`config.mk`:
```
export PLATFORM = sky130hd
export DESIGN_NAME = ook_pulse_width_bit_decoder_top_flat
export DESIGN_NICKNAME = d
export VERILOG_FILES = /design/src/rtl/opbd_pkg.sv /design/src/rtl/opbd_pulse_if.sv /design/src/rtl/opbd_result_if.sv /design/src/rtl/opbd_classify.sv /design/src/rtl/opbd_queue.sv /design/src/rtl/opbd_frame.sv /design/src/rtl/ook_pulse_width_bit_decoder_top.sv /design/src/flat_wrapper.sv
export SDC_FILE = /design/constraint.sdc
export NUM_CORES = 1
export LEC_CHECK = 0
export BUFFER_PORTS_ARGS = -buffer_cell sky130_fd_sc_hd__buf_2
export CELL_PAD_IN_SITES_DETAIL_PLACEMENT = 0
export CELL_PAD_IN_SITES_GLOBAL_PLACEMENT = 2
export CORE_MARGIN = 8
export CORE_UTILIZATION = 30
export CTS_CLUSTER_SIZE = 16
export DETAILED_ROUTE_END_ITERATION = 10
export PLACE_DENSITY = 0.73
export SLEW_MARGIN = 25
export SYNTH_ARGS = -nofsm -noshare
export SYNTH_HDL_FRONTEND = slang
export SYNTH_SLANG_ARGS = --single-unit
```
`constraint.sdc`:
```
create_clock -name i_clk -period 4.16 [get_ports i_clk]
set_input_delay 0.208 -clock i_clk [delete_from_list [all_inputs] [get_ports i_clk]]
set_output_delay 0.208 -clock i_clk [all_outputs]
set_load 0.01 [all_outputs]
```
`src/rtl/opbd_pkg.sv`:
```
// ----------------------------------------------------------------------------
// opbd_pkg
// Shared types, constants and the pulse window classifier for the OOK
// pulse-width bit decoder.
// ----------------------------------------------------------------------------
package opbd_pkg;

    localparam int MaxBytes   = 32;
    localparam int QueueDepth = 4;

    localparam int TimeW = 16;
    localparam int CfgIdxW = 2;

    localparam logic [TimeW-1:0] BitTimeRst   = 16'd500;
    localparam logic [TimeW-1:0] ToleranceRst = 16'd100;
    localparam logic [TimeW-1:0] StartTimeRst = 16'd2000;

    typedef enum logic [1:0] {
        SYM_INVALID = 2'd0,
        SYM_ZERO    = 2'd1,
        SYM_ONE     = 2'd2,
        SYM_START   = 2'd3
    } t_symbol;

    typedef enum logic [CfgIdxW-1:0] {
        CFG_BIT_TIME   = 2'd0,
        CFG_TOLERANCE  = 2'd1,
        CFG_START_TIME = 2'd2
    } t_cfg_idx;

    typedef enum logic {
        RX_IDLE   = 1'b0,
        RX_ACTIVE = 1'b1
    } t_rx_state;

    // Symbol handoff from the classifier to the frame logic
    typedef struct packed {
        logic    valid;
        t_symbol sym;
    } t_sym_xfer;

    // n - d <= t < n + d, rewritten as t + d >= n so nothing goes negative
    function automatic logic in_window(
        input logic [TimeW-1:0] t,
        input logic [TimeW:0]   n,
        input logic [TimeW-1:0] d
    );
        logic [TimeW+1:0] lo_sum;
        logic [TimeW+1:0] hi_sum;
        lo_sum = {2'b00, t} + {2'b00, d};
        hi_sum = {1'b0, n} + {2'b00, d};
        return (lo_sum >= {1'b0, n}) && ({2'b00, t} < hi_sum);
    endfunction

    function automatic t_symbol classify(
        input logic [TimeW-1:0] t,
        input logic [TimeW-1:0] bit_time,
        input logic [TimeW-1:0] tolerance,
        input logic [TimeW-1:0] start_time
    );
        t_symbol s;
        if (in_window(t, {1'b0, bit_time}, tolerance)) begin
            s = SYM_ZERO;
        end else if (in_window(t, {bit_time, 1'b0}, tolerance)) begin
            s = SYM_ONE;
        end else if (in_window(t, {1'b0, start_time}, tolerance)) begin
            s = SYM_START;
        end else begin
            s = SYM_INVALID;
        end
        return s;
    endfunction

endpackage

```
`src/rtl/opbd_pulse_if.sv`:
```
// ----------------------------------------------------------------------------
// opbd_pulse_if
// Pulse duration channel: valid/ready with one measured duration.
// ----------------------------------------------------------------------------
interface opbd_pulse_if;
    logic        valid;
    logic        ready;
    logic [15:0] pulse_time;

    modport source (output valid, output pulse_time, input ready);
    modport sink   (input valid, input pulse_time, output ready);
endinterface

```
`src/rtl/opbd_result_if.sv`:
```
// ----------------------------------------------------------------------------
// opbd_result_if
// Result channel: valid/ready with the decoded symbol and frame status.
// ----------------------------------------------------------------------------
interface opbd_result_if;
    logic       valid;
    logic       ready;
    logic [1:0] symbol;
    logic       receiving;
    logic       byte_valid;
    logic [7:0] byte_value;
    logic [4:0] byte_index;
    logic       overflow;
    logic [7:0] error_count;
    logic [7:0] restart_count;

    modport source (
        output valid, output symbol, output receiving, output byte_valid,
        output byte_value, output byte_index, output overflow,
        output error_count, output restart_count, input ready
    );
    modport sink (
        input valid, input symbol, input receiving, input byte_valid,
        input byte_value, input byte_index, input overflow,
        input error_count, input restart_count, output ready
    );
endinterface

```
`src/rtl/opbd_classify.sv`:
```
// ----------------------------------------------------------------------------
// opbd_classify
// Front stage: accepts a pulse duration and registers its window class.
// ----------------------------------------------------------------------------
module opbd_classify (
    input  logic                      i_clk,
    input  logic                      i_rst_n,
    opbd_pulse_if.sink                i_pulse,
    input  logic [opbd_pkg::TimeW-1:0] i_bit_time,
    input  logic [opbd_pkg::TimeW-1:0] i_tolerance,
    input  logic [opbd_pkg::TimeW-1:0] i_start_time,
    output opbd_pkg::t_sym_xfer       o_sym,
    input  logic                      i_sym_ready
);

    logic              r_valid;
    opbd_pkg::t_symbol r_sym;
    logic              take;

    assign i_pulse.ready = !r_valid || i_sym_ready;
    assign take          = i_pulse.valid && i_pulse.ready;

    always_ff @(posedge i_clk) begin
        if (!i_rst_n) begin
            r_valid <= 1'b0;
        end else if (i_pulse.ready) begin
            r_valid <= i_pulse.valid;
        end
    end

    always_ff @(posedge i_clk) begin
        if (take) begin
            r_sym <= opbd_pkg::classify(i_pulse.pulse_time, i_bit_time,
                                        i_tolerance, i_start_time);
        end
    end

    assign o_sym.valid = r_valid;
    assign o_sym.sym   = r_sym;

endmodule

```
`src/rtl/opbd_queue.sv`:
```
// ----------------------------------------------------------------------------
// opbd_queue
// Small symbol FIFO between the classifier and the frame logic.
// ----------------------------------------------------------------------------
module opbd_queue #(
    parameter int DEPTH = opbd_pkg::QueueDepth
) (
    input  logic                i_clk,
    input  logic                i_rst_n,
    input  opbd_pkg::t_sym_xfer i_push,
    output logic                o_push_ready,
    output opbd_pkg::t_sym_xfer o_pop,
    input  logic                i_pop_ready
);

    localparam int PtrW = (DEPTH > 1) ? $clog2(DEPTH) : 1;
    localparam int CntW = $clog2(DEPTH + 1);

    opbd_pkg::t_symbol r_mem [DEPTH];
    logic [PtrW-1:0]   r_wr_ptr;
    logic [PtrW-1:0]   r_rd_ptr;
    logic [CntW-1:0]   r_count;
    logic              push;
    logic              pop;

    assign o_push_ready = (r_count != CntW'(DEPTH));
    assign push         = i_push.valid && o_push_ready;
    assign o_pop.valid  = (r_count != '0);
    assign o_pop.sym    = r_mem[r_rd_ptr];
    assign pop          = o_pop.valid && i_pop_ready;

    always_ff @(posedge i_clk) begin
        if (!i_rst_n) begin
            r_wr_ptr <= '0;
            r_rd_ptr <= '0;
            r_count  <= '0;
        end else begin
            if (push) begin
                r_wr_ptr <= (r_wr_ptr == PtrW'(DEPTH - 1)) ? '0 : r_wr_ptr + 1'b1;
            end
            if (pop) begin
                r_rd_ptr <= (r_rd_ptr == PtrW'(DEPTH - 1)) ? '0 : r_rd_ptr + 1'b1;
            end
            if (push && !pop) begin
                r_count <= r_count + 1'b1;
            end else if (pop && !push) begin
                r_count <= r_count - 1'b1;
            end
        end
    end

    always_ff @(posedge i_clk) begin
        if (push) begin
            r_mem[r_wr_ptr] <= i_push.sym;
        end
    end

endmodule

```
`src/rtl/opbd_frame.sv`:
```
// ----------------------------------------------------------------------------
// opbd_frame
// Back stage: frame state machine, bit packing, counters and result register.
// ----------------------------------------------------------------------------
module opbd_frame #(
    parameter int MAX_BYTES = opbd_pkg::MaxBytes
) (
    input  logic                i_clk,
    input  logic                i_rst_n,
    input  opbd_pkg::t_sym_xfer i_sym,
    output logic                o_sym_ready,
    opbd_result_if.source       o_result
);

    localparam int CntW = $clog2(MAX_BYTES + 1);

    opbd_pkg::t_rx_state r_state, n_state;
    logic [2:0]          r_bit_pos, n_bit_pos;
    logic [7:0]          r_partial, n_partial;
    logic [CntW-1:0]     r_bytes, n_bytes;
    logic [7:0]          r_errors, n_errors;
    logic [7:0]          r_restarts, n_restarts;

    logic       r_ovalid;
    logic [1:0] r_symbol;
    logic       r_receiving;
    logic       r_byte_valid, n_byte_valid;
    logic [7:0] r_byte_value, n_byte_value;
    logic [4:0] r_byte_index, n_byte_index;
    logic       r_overflow, n_overflow;

    logic            take;
    logic [7:0]      packed_byte;
    logic [CntW+4:0] bytes_wide;

    assign o_sym_ready = !r_ovalid || o_result.ready;
    assign take        = i_sym.valid && o_sym_ready;
    assign bytes_wide  = {5'd0, r_bytes};

    always_ff @(posedge i_clk) begin
        if (!i_rst_n) begin
            r_state    <= opbd_pkg::RX_IDLE;
            r_bit_pos  <= '0;
            r_partial  <= '0;
            r_bytes    <= '0;
            r_errors   <= '0;
            r_restarts <= '0;
        end else if (take) begin
            r_state    <= n_state;
            r_bit_pos  <= n_bit_pos;
            r_partial  <= n_partial;
            r_bytes    <= n_bytes;
            r_errors   <= n_errors;
            r_restarts <= n_restarts;
        end
    end

    always_comb begin
        n_state      = r_state;
        n_bit_pos    = r_bit_pos;
        n_partial    = r_partial;
        n_bytes      = r_bytes;
        n_errors     = r_errors;
        n_restarts   = r_restarts;
        n_byte_valid = 1'b0;
        n_byte_value = '0;
        n_byte_index = '0;
        n_overflow   = 1'b0;
        // MSB first: bit position 0 lands in bit 7
        packed_byte  = r_partial | ({7'd0, i_sym.sym == opbd_pkg::SYM_ONE}
                                    << (3'd7 - r_bit_pos));

        if (i_sym.sym == opbd_pkg::SYM_START) begin
            n_state    = opbd_pkg::RX_ACTIVE;
            n_bit_pos  = '0;
            n_partial  = '0;
            n_bytes    = '0;
            n_restarts = r_restarts + 8'd1;
        end else begin
            case (r_state)
                opbd_pkg::RX_ACTIVE: begin
                    if (i_sym.sym == opbd_pkg::SYM_INVALID) begin
                        n_errors = r_errors + 8'd1;
                    end else if (r_bytes >= CntW'(MAX_BYTES)) begin
                        n_overflow = 1'b1;
                    end else if (r_bit_pos == 3'd7) begin
                        n_byte_valid = 1'b1;
                        n_byte_value = packed_byte;
                        n_byte_index = bytes_wide[4:0];
                        n_bytes      = r_bytes + 1'b1;
                        n_partial    = '0;
                        n_bit_pos    = '0;
                    end else begin
                        n_partial = packed_byte;
                        n_bit_pos = r_bit_pos + 3'd1;
                    end
                end
                default: begin
                    // idle: anything but a start mark is ignored
                end
            endcase
        end
    end

    always_ff @(posedge i_clk) begin
        if (!i_rst_n) begin
            r_ovalid <= 1'b0;
        end else if (o_sym_ready) begin
            r_ovalid <= i_sym.valid;
        end
    end

    always_ff @(posedge i_clk) begin
        if (take) begin
            r_symbol     <= i_sym.sym;
            r_receiving  <= (n_state == opbd_pkg::RX_ACTIVE);
            r_byte_valid <= n_byte_valid;
            r_byte_value <= n_byte_value;
            r_byte_index <= n_byte_index;
            r_overflow   <= n_overflow;
        end
    end

    assign o_result.valid         = r_ovalid;
    assign o_result.symbol        = r_symbol;
    assign o_result.receiving     = r_receiving;
    assign o_result.byte_valid    = r_byte_valid;
    assign o_result.byte_value    = r_byte_value;
    assign o_result.byte_index    = r_byte_index;
    assign o_result.overflow      = r_overflow;
    assign o_result.error_count   = r_errors;
    assign o_result.restart_count = r_restarts;

endmodule

```
`src/rtl/ook_pulse_width_bit_decoder_top.sv`:
```
// ----------------------------------------------------------------------------
// ook_pulse_width_bit_decoder_top
// OOK pulse-width decoder: classifies pulse durations and assembles bytes.
//
//   channel   dir  handshake       payload
//   i_pulse   in   valid/ready     pulse_time[15:0]
//   o_result  out  valid/ready     symbol, receiving, byte_*, overflow, counts
//   cfg       in   i_cfg_we only   i_cfg_idx[1:0], i_cfg_data[15:0]
//
// One item per cycle sustained while o_result is ready; each input transfer
// reaches o_result via the classifier register, queue entry and result register.
// The symbol queue lets the classifier keep taking pulses while the result
// side stalls, up to the queue depth plus the two stage registers.
// Reset is synchronous and clears the frame, counters and config to defaults.
// ----------------------------------------------------------------------------
module ook_pulse_width_bit_decoder_top #(
    parameter int MAX_BYTES   = opbd_pkg::MaxBytes,
    parameter int QUEUE_DEPTH = opbd_pkg::QueueDepth
) (
    input  logic                          i_clk,
    input  logic                          i_rst_n,
    opbd_pulse_if.sink                    i_pulse,
    opbd_result_if.source                 o_result,
    input  logic                          i_cfg_we,
    input  logic [opbd_pkg::CfgIdxW-1:0]  i_cfg_idx,
    input  logic [opbd_pkg::TimeW-1:0]    i_cfg_data
);

    logic [opbd_pkg::TimeW-1:0] r_bit_time;
    logic [opbd_pkg::TimeW-1:0] r_tolerance;
    logic [opbd_pkg::TimeW-1:0] r_start_time;

    opbd_pkg::t_sym_xfer cls_sym;
    opbd_pkg::t_sym_xfer q_sym;
    logic                q_push_ready;
    logic                frm_ready;

    always_ff @(posedge i_clk) begin
        if (!i_rst_n) begin
            r_bit_time   <= opbd_pkg::BitTimeRst;
            r_tolerance  <= opbd_pkg::ToleranceRst;
            r_start_time <= opbd_pkg::StartTimeRst;
        end else if (i_cfg_we) begin
            case (opbd_pkg::t_cfg_idx'(i_cfg_idx))
                opbd_pkg::CFG_BIT_TIME:   r_bit_time   <= i_cfg_data;
                opbd_pkg::CFG_TOLERANCE:  r_tolerance  <= i_cfg_data;
                opbd_pkg::CFG_START_TIME: r_start_time <= i_cfg_data;
                default: begin
                end
            endcase
        end
    end

    opbd_classify u_classify (
        .i_clk        (i_clk),
        .i_rst_n      (i_rst_n),
        .i_pulse      (i_pulse),
        .i_bit_time   (r_bit_time),
        .i_tolerance  (r_tolerance),
        .i_start_time (r_start_time),
        .o_sym        (cls_sym),
        .i_sym_ready  (q_push_ready)
    );

    opbd_queue #(
        .DEPTH (QUEUE_DEPTH)
    ) u_queue (
        .i_clk        (i_clk),
        .i_rst_n      (i_rst_n),
        .i_push       (cls_sym),
        .o_push_ready (q_push_ready),
        .o_pop        (q_sym),
        .i_pop_ready  (frm_ready)
    );

    opbd_frame #(
        .MAX_BYTES (MAX_BYTES)
    ) u_frame (
        .i_clk       (i_clk),
        .i_rst_n     (i_rst_n),
        .i_sym       (q_sym),
        .o_sym_ready (frm_ready),
        .o_result    (o_result)
    );

endmodule

```
`src/flat_wrapper.sv`:
```
// flat-port wrapper written by rule: the top's interface ports become plain ports
module ook_pulse_width_bit_decoder_top_flat 
#(
    parameter int MAX_BYTES   = opbd_pkg::MaxBytes,
    parameter int QUEUE_DEPTH = opbd_pkg::QueueDepth
)
  (i_clk, i_rst_n, i_cfg_we, i_cfg_idx, i_cfg_data, i_pulse_valid, i_pulse_pulse_time, i_pulse_ready, o_result_valid, o_result_symbol, o_result_receiving, o_result_byte_valid, o_result_byte_value, o_result_byte_index, o_result_overflow, o_result_error_count, o_result_restart_count, o_result_ready);
  opbd_pulse_if i_pulse_i ();
  opbd_result_if o_result_i ();
  input  logic i_clk;
  input  logic i_rst_n;
  input  logic i_cfg_we;
  input  logic [opbd_pkg::CfgIdxW-1:0] i_cfg_idx;
  input  logic [opbd_pkg::TimeW-1:0] i_cfg_data;
  input wire logic [$bits(i_pulse_i.valid)-1:0] i_pulse_valid;
  input wire logic [$bits(i_pulse_i.pulse_time)-1:0] i_pulse_pulse_time;
  output wire logic [$bits(i_pulse_i.ready)-1:0] i_pulse_ready;
  output wire logic [$bits(o_result_i.valid)-1:0] o_result_valid;
  output wire logic [$bits(o_result_i.symbol)-1:0] o_result_symbol;
  output wire logic [$bits(o_result_i.receiving)-1:0] o_result_receiving;
  output wire logic [$bits(o_result_i.byte_valid)-1:0] o_result_byte_valid;
  output wire logic [$bits(o_result_i.byte_value)-1:0] o_result_byte_value;
  output wire logic [$bits(o_result_i.byte_index)-1:0] o_result_byte_index;
  output wire logic [$bits(o_result_i.overflow)-1:0] o_result_overflow;
  output wire logic [$bits(o_result_i.error_count)-1:0] o_result_error_count;
  output wire logic [$bits(o_result_i.restart_count)-1:0] o_result_restart_count;
  input wire logic [$bits(o_result_i.ready)-1:0] o_result_ready;
  assign i_pulse_i.valid = i_pulse_valid;
  assign i_pulse_i.pulse_time = i_pulse_pulse_time;
  assign i_pulse_ready = i_pulse_i.ready;
  assign o_result_valid = o_result_i.valid;
  assign o_result_symbol = o_result_i.symbol;
  assign o_result_receiving = o_result_i.receiving;
  assign o_result_byte_valid = o_result_i.byte_valid;
  assign o_result_byte_value = o_result_i.byte_value;
  assign o_result_byte_index = o_result_i.byte_index;
  assign o_result_overflow = o_result_i.overflow;
  assign o_result_error_count = o_result_i.error_count;
  assign o_result_restart_count = o_result_i.restart_count;
  assign o_result_i.ready = o_result_ready;
  ook_pulse_width_bit_decoder_top #(.MAX_BYTES(MAX_BYTES), .QUEUE_DEPTH(QUEUE_DEPTH)) u_core (.i_clk(i_clk), .i_rst_n(i_rst_n), .i_pulse(i_pulse_i), .o_result(o_result_i), .i_cfg_we(i_cfg_we), .i_cfg_idx(i_cfg_idx), .i_cfg_data(i_cfg_data));
endmodule
```
# == After elaboration in Yosys (flattened, before gate mapping) ==
# Memories as Yosys holds them, arrays and structs flattened. A register that Yosys moved wholly into a read port is not among the register bits.
# Index checks and enable logic that the tools add are counted.
# totals
latchBits,0
n_memories,1
out_inout_bits,36
ramBits,8
register_bits,111
mem_bits_ro,0
word_cells,115
inputBits,39
# op_classes
n_eq_ne,10
n_bitwise,4
n_addsub,13
multipliers,0
reduce_logical,30
mux,28
n_lt_le_gt_ge,7
div,0
shift,1
# mem_list
name,depth,word_bits,rd,rd_clocked_by_memory_dff,write_ports,line_no,rtl
u_core.u_queue.r_mem,4,2,1,1,1,opbd_queue.sv:19,opbd_pkg::t_symbol r_mem [DEPTH];
# op_table
cell,count
$add A16 B16 Y17,3
$mux W8,5
$lt A16 B17 Y1,2
$mux W6,5
$mux W3,7
$add A17 B16 Y18,1
$ge A18 B16 Y1,1
$ge A18 B17 Y1,1
$lt A16 B18 Y1,1
$ge A17 B16 Y1,1
$add A8 B1 Y8 const B,2
$mux W2,6
$eq A2 B2 Y1 const B,5
$logic_and A1 B1 Y1,8
$or A8 B8 Y8,1
$reduce_and A2 Y1,4
$reduce_and A4 Y1,2
$shl A1 B3 Y8,1
$add A3 B1 Y3 const B,2
$add A6 B1 Y6 const B,1
$ge A6 B6 Y1 const B,1
$reduce_bool A2 Y1,3
$mux W1,5
$reduce_and A5 Y1,1
other kinds (15),24

# == Depth between registers and ports, before layout ==
# depth
depth_word,8
ltp_mapped,18
depth_no_buf,18

# == Hierarchy ==
# Synthesis repeated with hierarchy kept, for this count alone.
# unflattened
cells_unflattened,1092
area_unflattened_um2,9799.4
# by_module_without_submodules
mod,seq_area_each_um2,cells_each,instances,area_each_um2
opbd_classify,80.1,616,1,4819.6
opbd_frame,1241.2,229,1,2306.0
ook_pulse_width_bit_decoder_top,960.9,186,1,1903.1
opbd_queue,420.4,61,1,770.7

# == Worst setup path after synthesis ==
# OpenSTA, ideal clock, no wires.
# synth_timing
path_kind,register to register
start,reg u_core.r_tolerance[0] (netlist bit)
end,"reg u_core.u_classify.r_sym[1], data pin"
path_stages_with_launch,18
required_time_ps,3893
setup_ps,267
path_buffers,0
setup_slack_ps,426
period_less_slack_ps,3734
arrival_time_ps,3467
cell_sequence,dfxtp_1 -> ha_1 -> inv_1 -> fa_1 -> nor2b_1 -> o31a_1 -> o41ai_2 -> nor2_1 -> a211oi_1 -> nor2_1 -> a31oi_1 -> xnor2_1 -> ha_1 -> a2111oi_0 -> o21ai_0 -> a311o_1 -> o32ai_1 -> a21boi_1
# synth_between
elab_chain_cells,5
word_cells_on_any_way,15
cone_classes,add/sub: 4; order compare: 6; mux: 2; reduce/logical: 3
# synth_lines
element,line_no,rtl
start: declaration,ook_pulse_width_bit_decoder_top.sv:30,logic [opbd_pkg::TimeW-1:0] r_tolerance;
start signal: assignment,ook_pulse_width_bit_decoder_top.sv:41,r_tolerance <= opbd_pkg::ToleranceRst;
start signal: assignment,ook_pulse_width_bit_decoder_top.sv:46,opbd_pkg::CFG_TOLERANCE: r_tolerance <= i_cfg_data;
"$add A16 B16 Y17, on equally long branches","opbd_pkg.sv:50, opbd_pkg.sv:51",
$ge A17 B16 Y1 or $lt A16 B17 Y1 (tied branches),opbd_pkg.sv:52,"return (lo_sum >= {1'b0, n}) && ({2'b00, t} < hi_sum);"
$logic_and A1 B1 Y1,opbd_pkg.sv:52,
$mux W2,opbd_pkg.sv:66,"end else if (in_window(t, {1'b0, start_time}, tolerance)) begin"
$mux W2,opbd_pkg.sv:64,"end else if (in_window(t, {bit_time, 1'b0}, tolerance)) begin"
end signal: assignment,opbd_classify.sv:33,"r_sym <= opbd_pkg::classify(i_pulse.pulse_time, i_bit_time,"
end: declaration,opbd_classify.sv:17,opbd_pkg::t_symbol r_sym;
# Parallel ways exist; a longest one is shown, timed or not.
# A chain may end at the register's enable or synchronous reset.

# == Worst setup path after layout ==
# layout_timing
start,reg u_core.r_tolerance[0] (netlist bit)
end,"reg u_core.u_classify.r_sym[0], data pin"
# The elaborated chain is that of the path after synthesis.

==> metrics.cfg <==
[timing]
slew_violations = 0
rsz0062_at_grt = true
setup-tns-final_ps = 0
tightest_slew_ps = 970
maxClockFrequency_ghz = 0.251
finalCritPeriodShare = 0.958
slew_headroom = 0.353
setup_slack_ps = 174
finClkSkew_ps = 7.34
hold_violations = 0
finalSetupViolations = 0
period_needed_ps = 3990

[clocking]
h-tree-depth = 4
path_clk_slew_ps = 60
cts_tree = yes
clock_sinks = 121
clock_tree.root_cell = clkbuf_16
numCtsBuffers = 17
clk_latency_ps = 420
cts_max_path_buffers = 2

[synthesis]
ys_seq_area_frac = 0.283
yosysWarnings = 0
avgSynthCellArea_um2 = 8.82
synth-seq-cells = 121
synthTopCellsByArea = ha_1 23%, dfxtp_1 20%, edfxtp_1 8.8%, nand2_1 4.6%, a21oi_1 3.6%
netlist-cell-type-count = 73
syn_area_um2 = 9550
synth_top_area_frac = 0.225
synth-main-ff-cell = dfxtp_1
syn_nets = 1298
synth_edf_count = 28
synthArstFlopShare = 0
synth_cells = 1082
yosysTopAreaCell = ha_1

[routing]
drc_errors = 0
wl_per_cell_um = 17.0
vias_per_cell = 4.97
ant_nets = 0
vias = 7934
drt_iter0_drc = 411
drt-total-wl_um = 27100
firstDrtPassIters = 4

[cells_and_area]
fin_area_um2 = 11300
drive_gt1_frac = 0.153
syn2layout_area_growth_pct = 18.8
instances_no_fill = 1596
nets = 1399
nFillCells = 3220
mostFrequentLayoutCells = 169 x ha_1, 117 x nand2_1, 92 x dfxtp_1, 74 x buf_2, 66 x a21oi_1
mostFrequentLayoutCell = ha_1
num_antenna_cells = 0

[place]
portBuffers = 74
post-place-ws_ps = -139
placed_cell_area_um2 = 10500
dpl.cell_count = 1561
finalWeightedCongestion = 0.845
hpwl_um = 21700

[critical_path]
worstSetupPathType = flop to flop
worstPathMaxFanout = 2
critPathTopFamily = compound AO/OA/AOI/OAI gates
cp-end-kind = flop
cp_slowest_stage_delay_ps = 380
start_kind = flop
crit_arrival_ps = 4140
crit_buf_inv = 2
worstPathRequired_ps = 4310
crit_chain = ha_4, inv_2, fa_2, nor2b_2, o31a_1, o41ai_4, nor2_2, a211oi_2, nor2_2, a31oi_1, xnor2_1, buf_4, ha_4, and3_4, nand3_4, a2111oi_4, o311ai_2, a32oi_1, o21ai_1
slowest_stage = o41ai_4

[floorplan]
die_h_um = 194
die_w_um = 194
floorplan.initialDensity = 0.303
core_um2 = 31500
fp-row-count = 65
dieArea_um2 = 37800
ios = 75

[global_routing]
track_usage = 0.144
grt_pass1_vias = 7719
grt_pass1_wl_um = 43200
grt_antenna_before_repair = 0
grt_start_max_net_pins = 42
overflow = 0

[pwr]
ir_worst_vdd_mv = 0.304
powerDensity_nw_per_um2 = 380
p_leak_nw = 4.89

[worst_hold_path]
hold_path_class = input pin to flop

[run]
maxCapViolCount = 0

[run_status]
outcome = complete, no violations

path summary, 6_finish.rpt:
kind	end	from	slack, ps	cells past startpoint
min reg2reg	u_core.u_frame.r_partial[5]	u_core.u_frame.r_partial[5]	470	2
max	u_core.u_classify.r_sym[0]	u_core.r_tolerance[0]	170	19
max reg2reg	u_core.u_classify.r_sym[0]	u_core.r_tolerance[0]	170	19
min	u_core.r_bit_time[8]	i_cfg_data[8]	50	3
timing repair:
| action | 4_1_cts | 5_1_grt |
|---|---|---|
| endpoints found under the setup margin | 2 | 2 |
| hold buffers | 0 | 0 |
| pin swaps | 0 | 24 |
| buffers inserted | 0 | 5 |
| resized for setup | 3 | 41 |
worst reg2reg max path: cells and delay by family (launching register included):
family	cells	cell delay [ps]
AND/OR/NAND/NOR	5	480
AO/OA/AOI/OAI	8	1930
adder cells (fa/ha/maj)	3	620
XOR/XNOR	1	140
buffers and inverters	2	220
flip-flops	1	330
cell type report:
class	count	area, um^2	area share
Inverter	62	233	0.0205
Timing Repair Buffer	102	581	0.0512
Clock inverter	9	91.3	0.00805
Clock buffer	21	472	0.0416
Tap cell	402	503	0.0443
Multi-Input combinational cell	879	6760	0.596
Sequential cell	121	2700	0.238
metrics by stage:
step / util / hold WS (ps) / power [mW]
after CTS: 0.352 / 34.3 / 4.32
final: 0.360 / 54.7 / 4.31
after global routing: 0.360 / 50.9 / 4.62
after floorplan: - / 332 / 2.43
after global placement: 0.334 / 447 / 2.87
after detailed placement: 0.334 / 458 / 2.87
power by group:
part	switching (mW)	total (mW)	internal (mW)
clock network	0.548	1.42	0.869
registers	0.108	1.51	1.41
logic	0.792	1.37	0.582
total	1.45	4.31	2.86
synth_stat cells, types with 18 or more instances:
master / number
nor3_1: 18
inv_1: 61
nor2_1: 64
and2_1: 26
xnor2_1: 36
dfxtp_1: 93
a21oi_1: 69
o21ai_1: 20
nand2_1: 117
ha_1: 172
nor2b_1: 21
o21ai_0: 28
nand4_1: 18
a21o_1: 25
edfxtp_1: 28
clkbuf_1: 19
a21boi_0: 40
xor2_1: 31
cells by family (layout without fill, tap and decap cells):
| kind of cell | Yosys count | in the layout | synth area share |
|---|---|---|---|
| AND/OR/NAND/NOR | 340 | 340 | 0.176 |
| multiplexers | 5 | 5 | 0.00786 |
| XOR/XNOR | 67 | 67 | 0.0615 |
| AO/OA/AOI/OAI | 290 | 290 | 0.203 |
| flip-flops | 121 | 121 | 0.283 |
| adder cells (fa/ha/maj) | 177 | 177 | 0.236 |
| buffers and inverters | 82 | 194 | 0.0324 |
layer usage:
layer	GRT usage	part of all wire
met4	0.0368	0.016
met1	0.191	0.49
met2	0.239	0.47
met3	0.0244	0.025
met5	0	0
flip-flops by register name, indices dropped and copies added, names as in the netlist, 5 cells and up, named ones only:
| register | cells |
|---|---|
| u_core.u_frame.r_partial | 8 |
| u_core.u_frame.o_result.byte_value | 8 |
| u_core.u_frame.o_result.byte_index | 5 |
| u_core.u_queue.r_mem | 8 |
| u_core.u_frame.r_bytes | 6 |
| u_core.u_frame.o_result.restart_count | 8 |
| u_core.u_frame.o_result.error_count | 8 |
| u_core.r_start_time | 16 |
| u_core.r_bit_time | 16 |
| u_core.r_tolerance | 16 |
(Power assumes the default switching activity.)
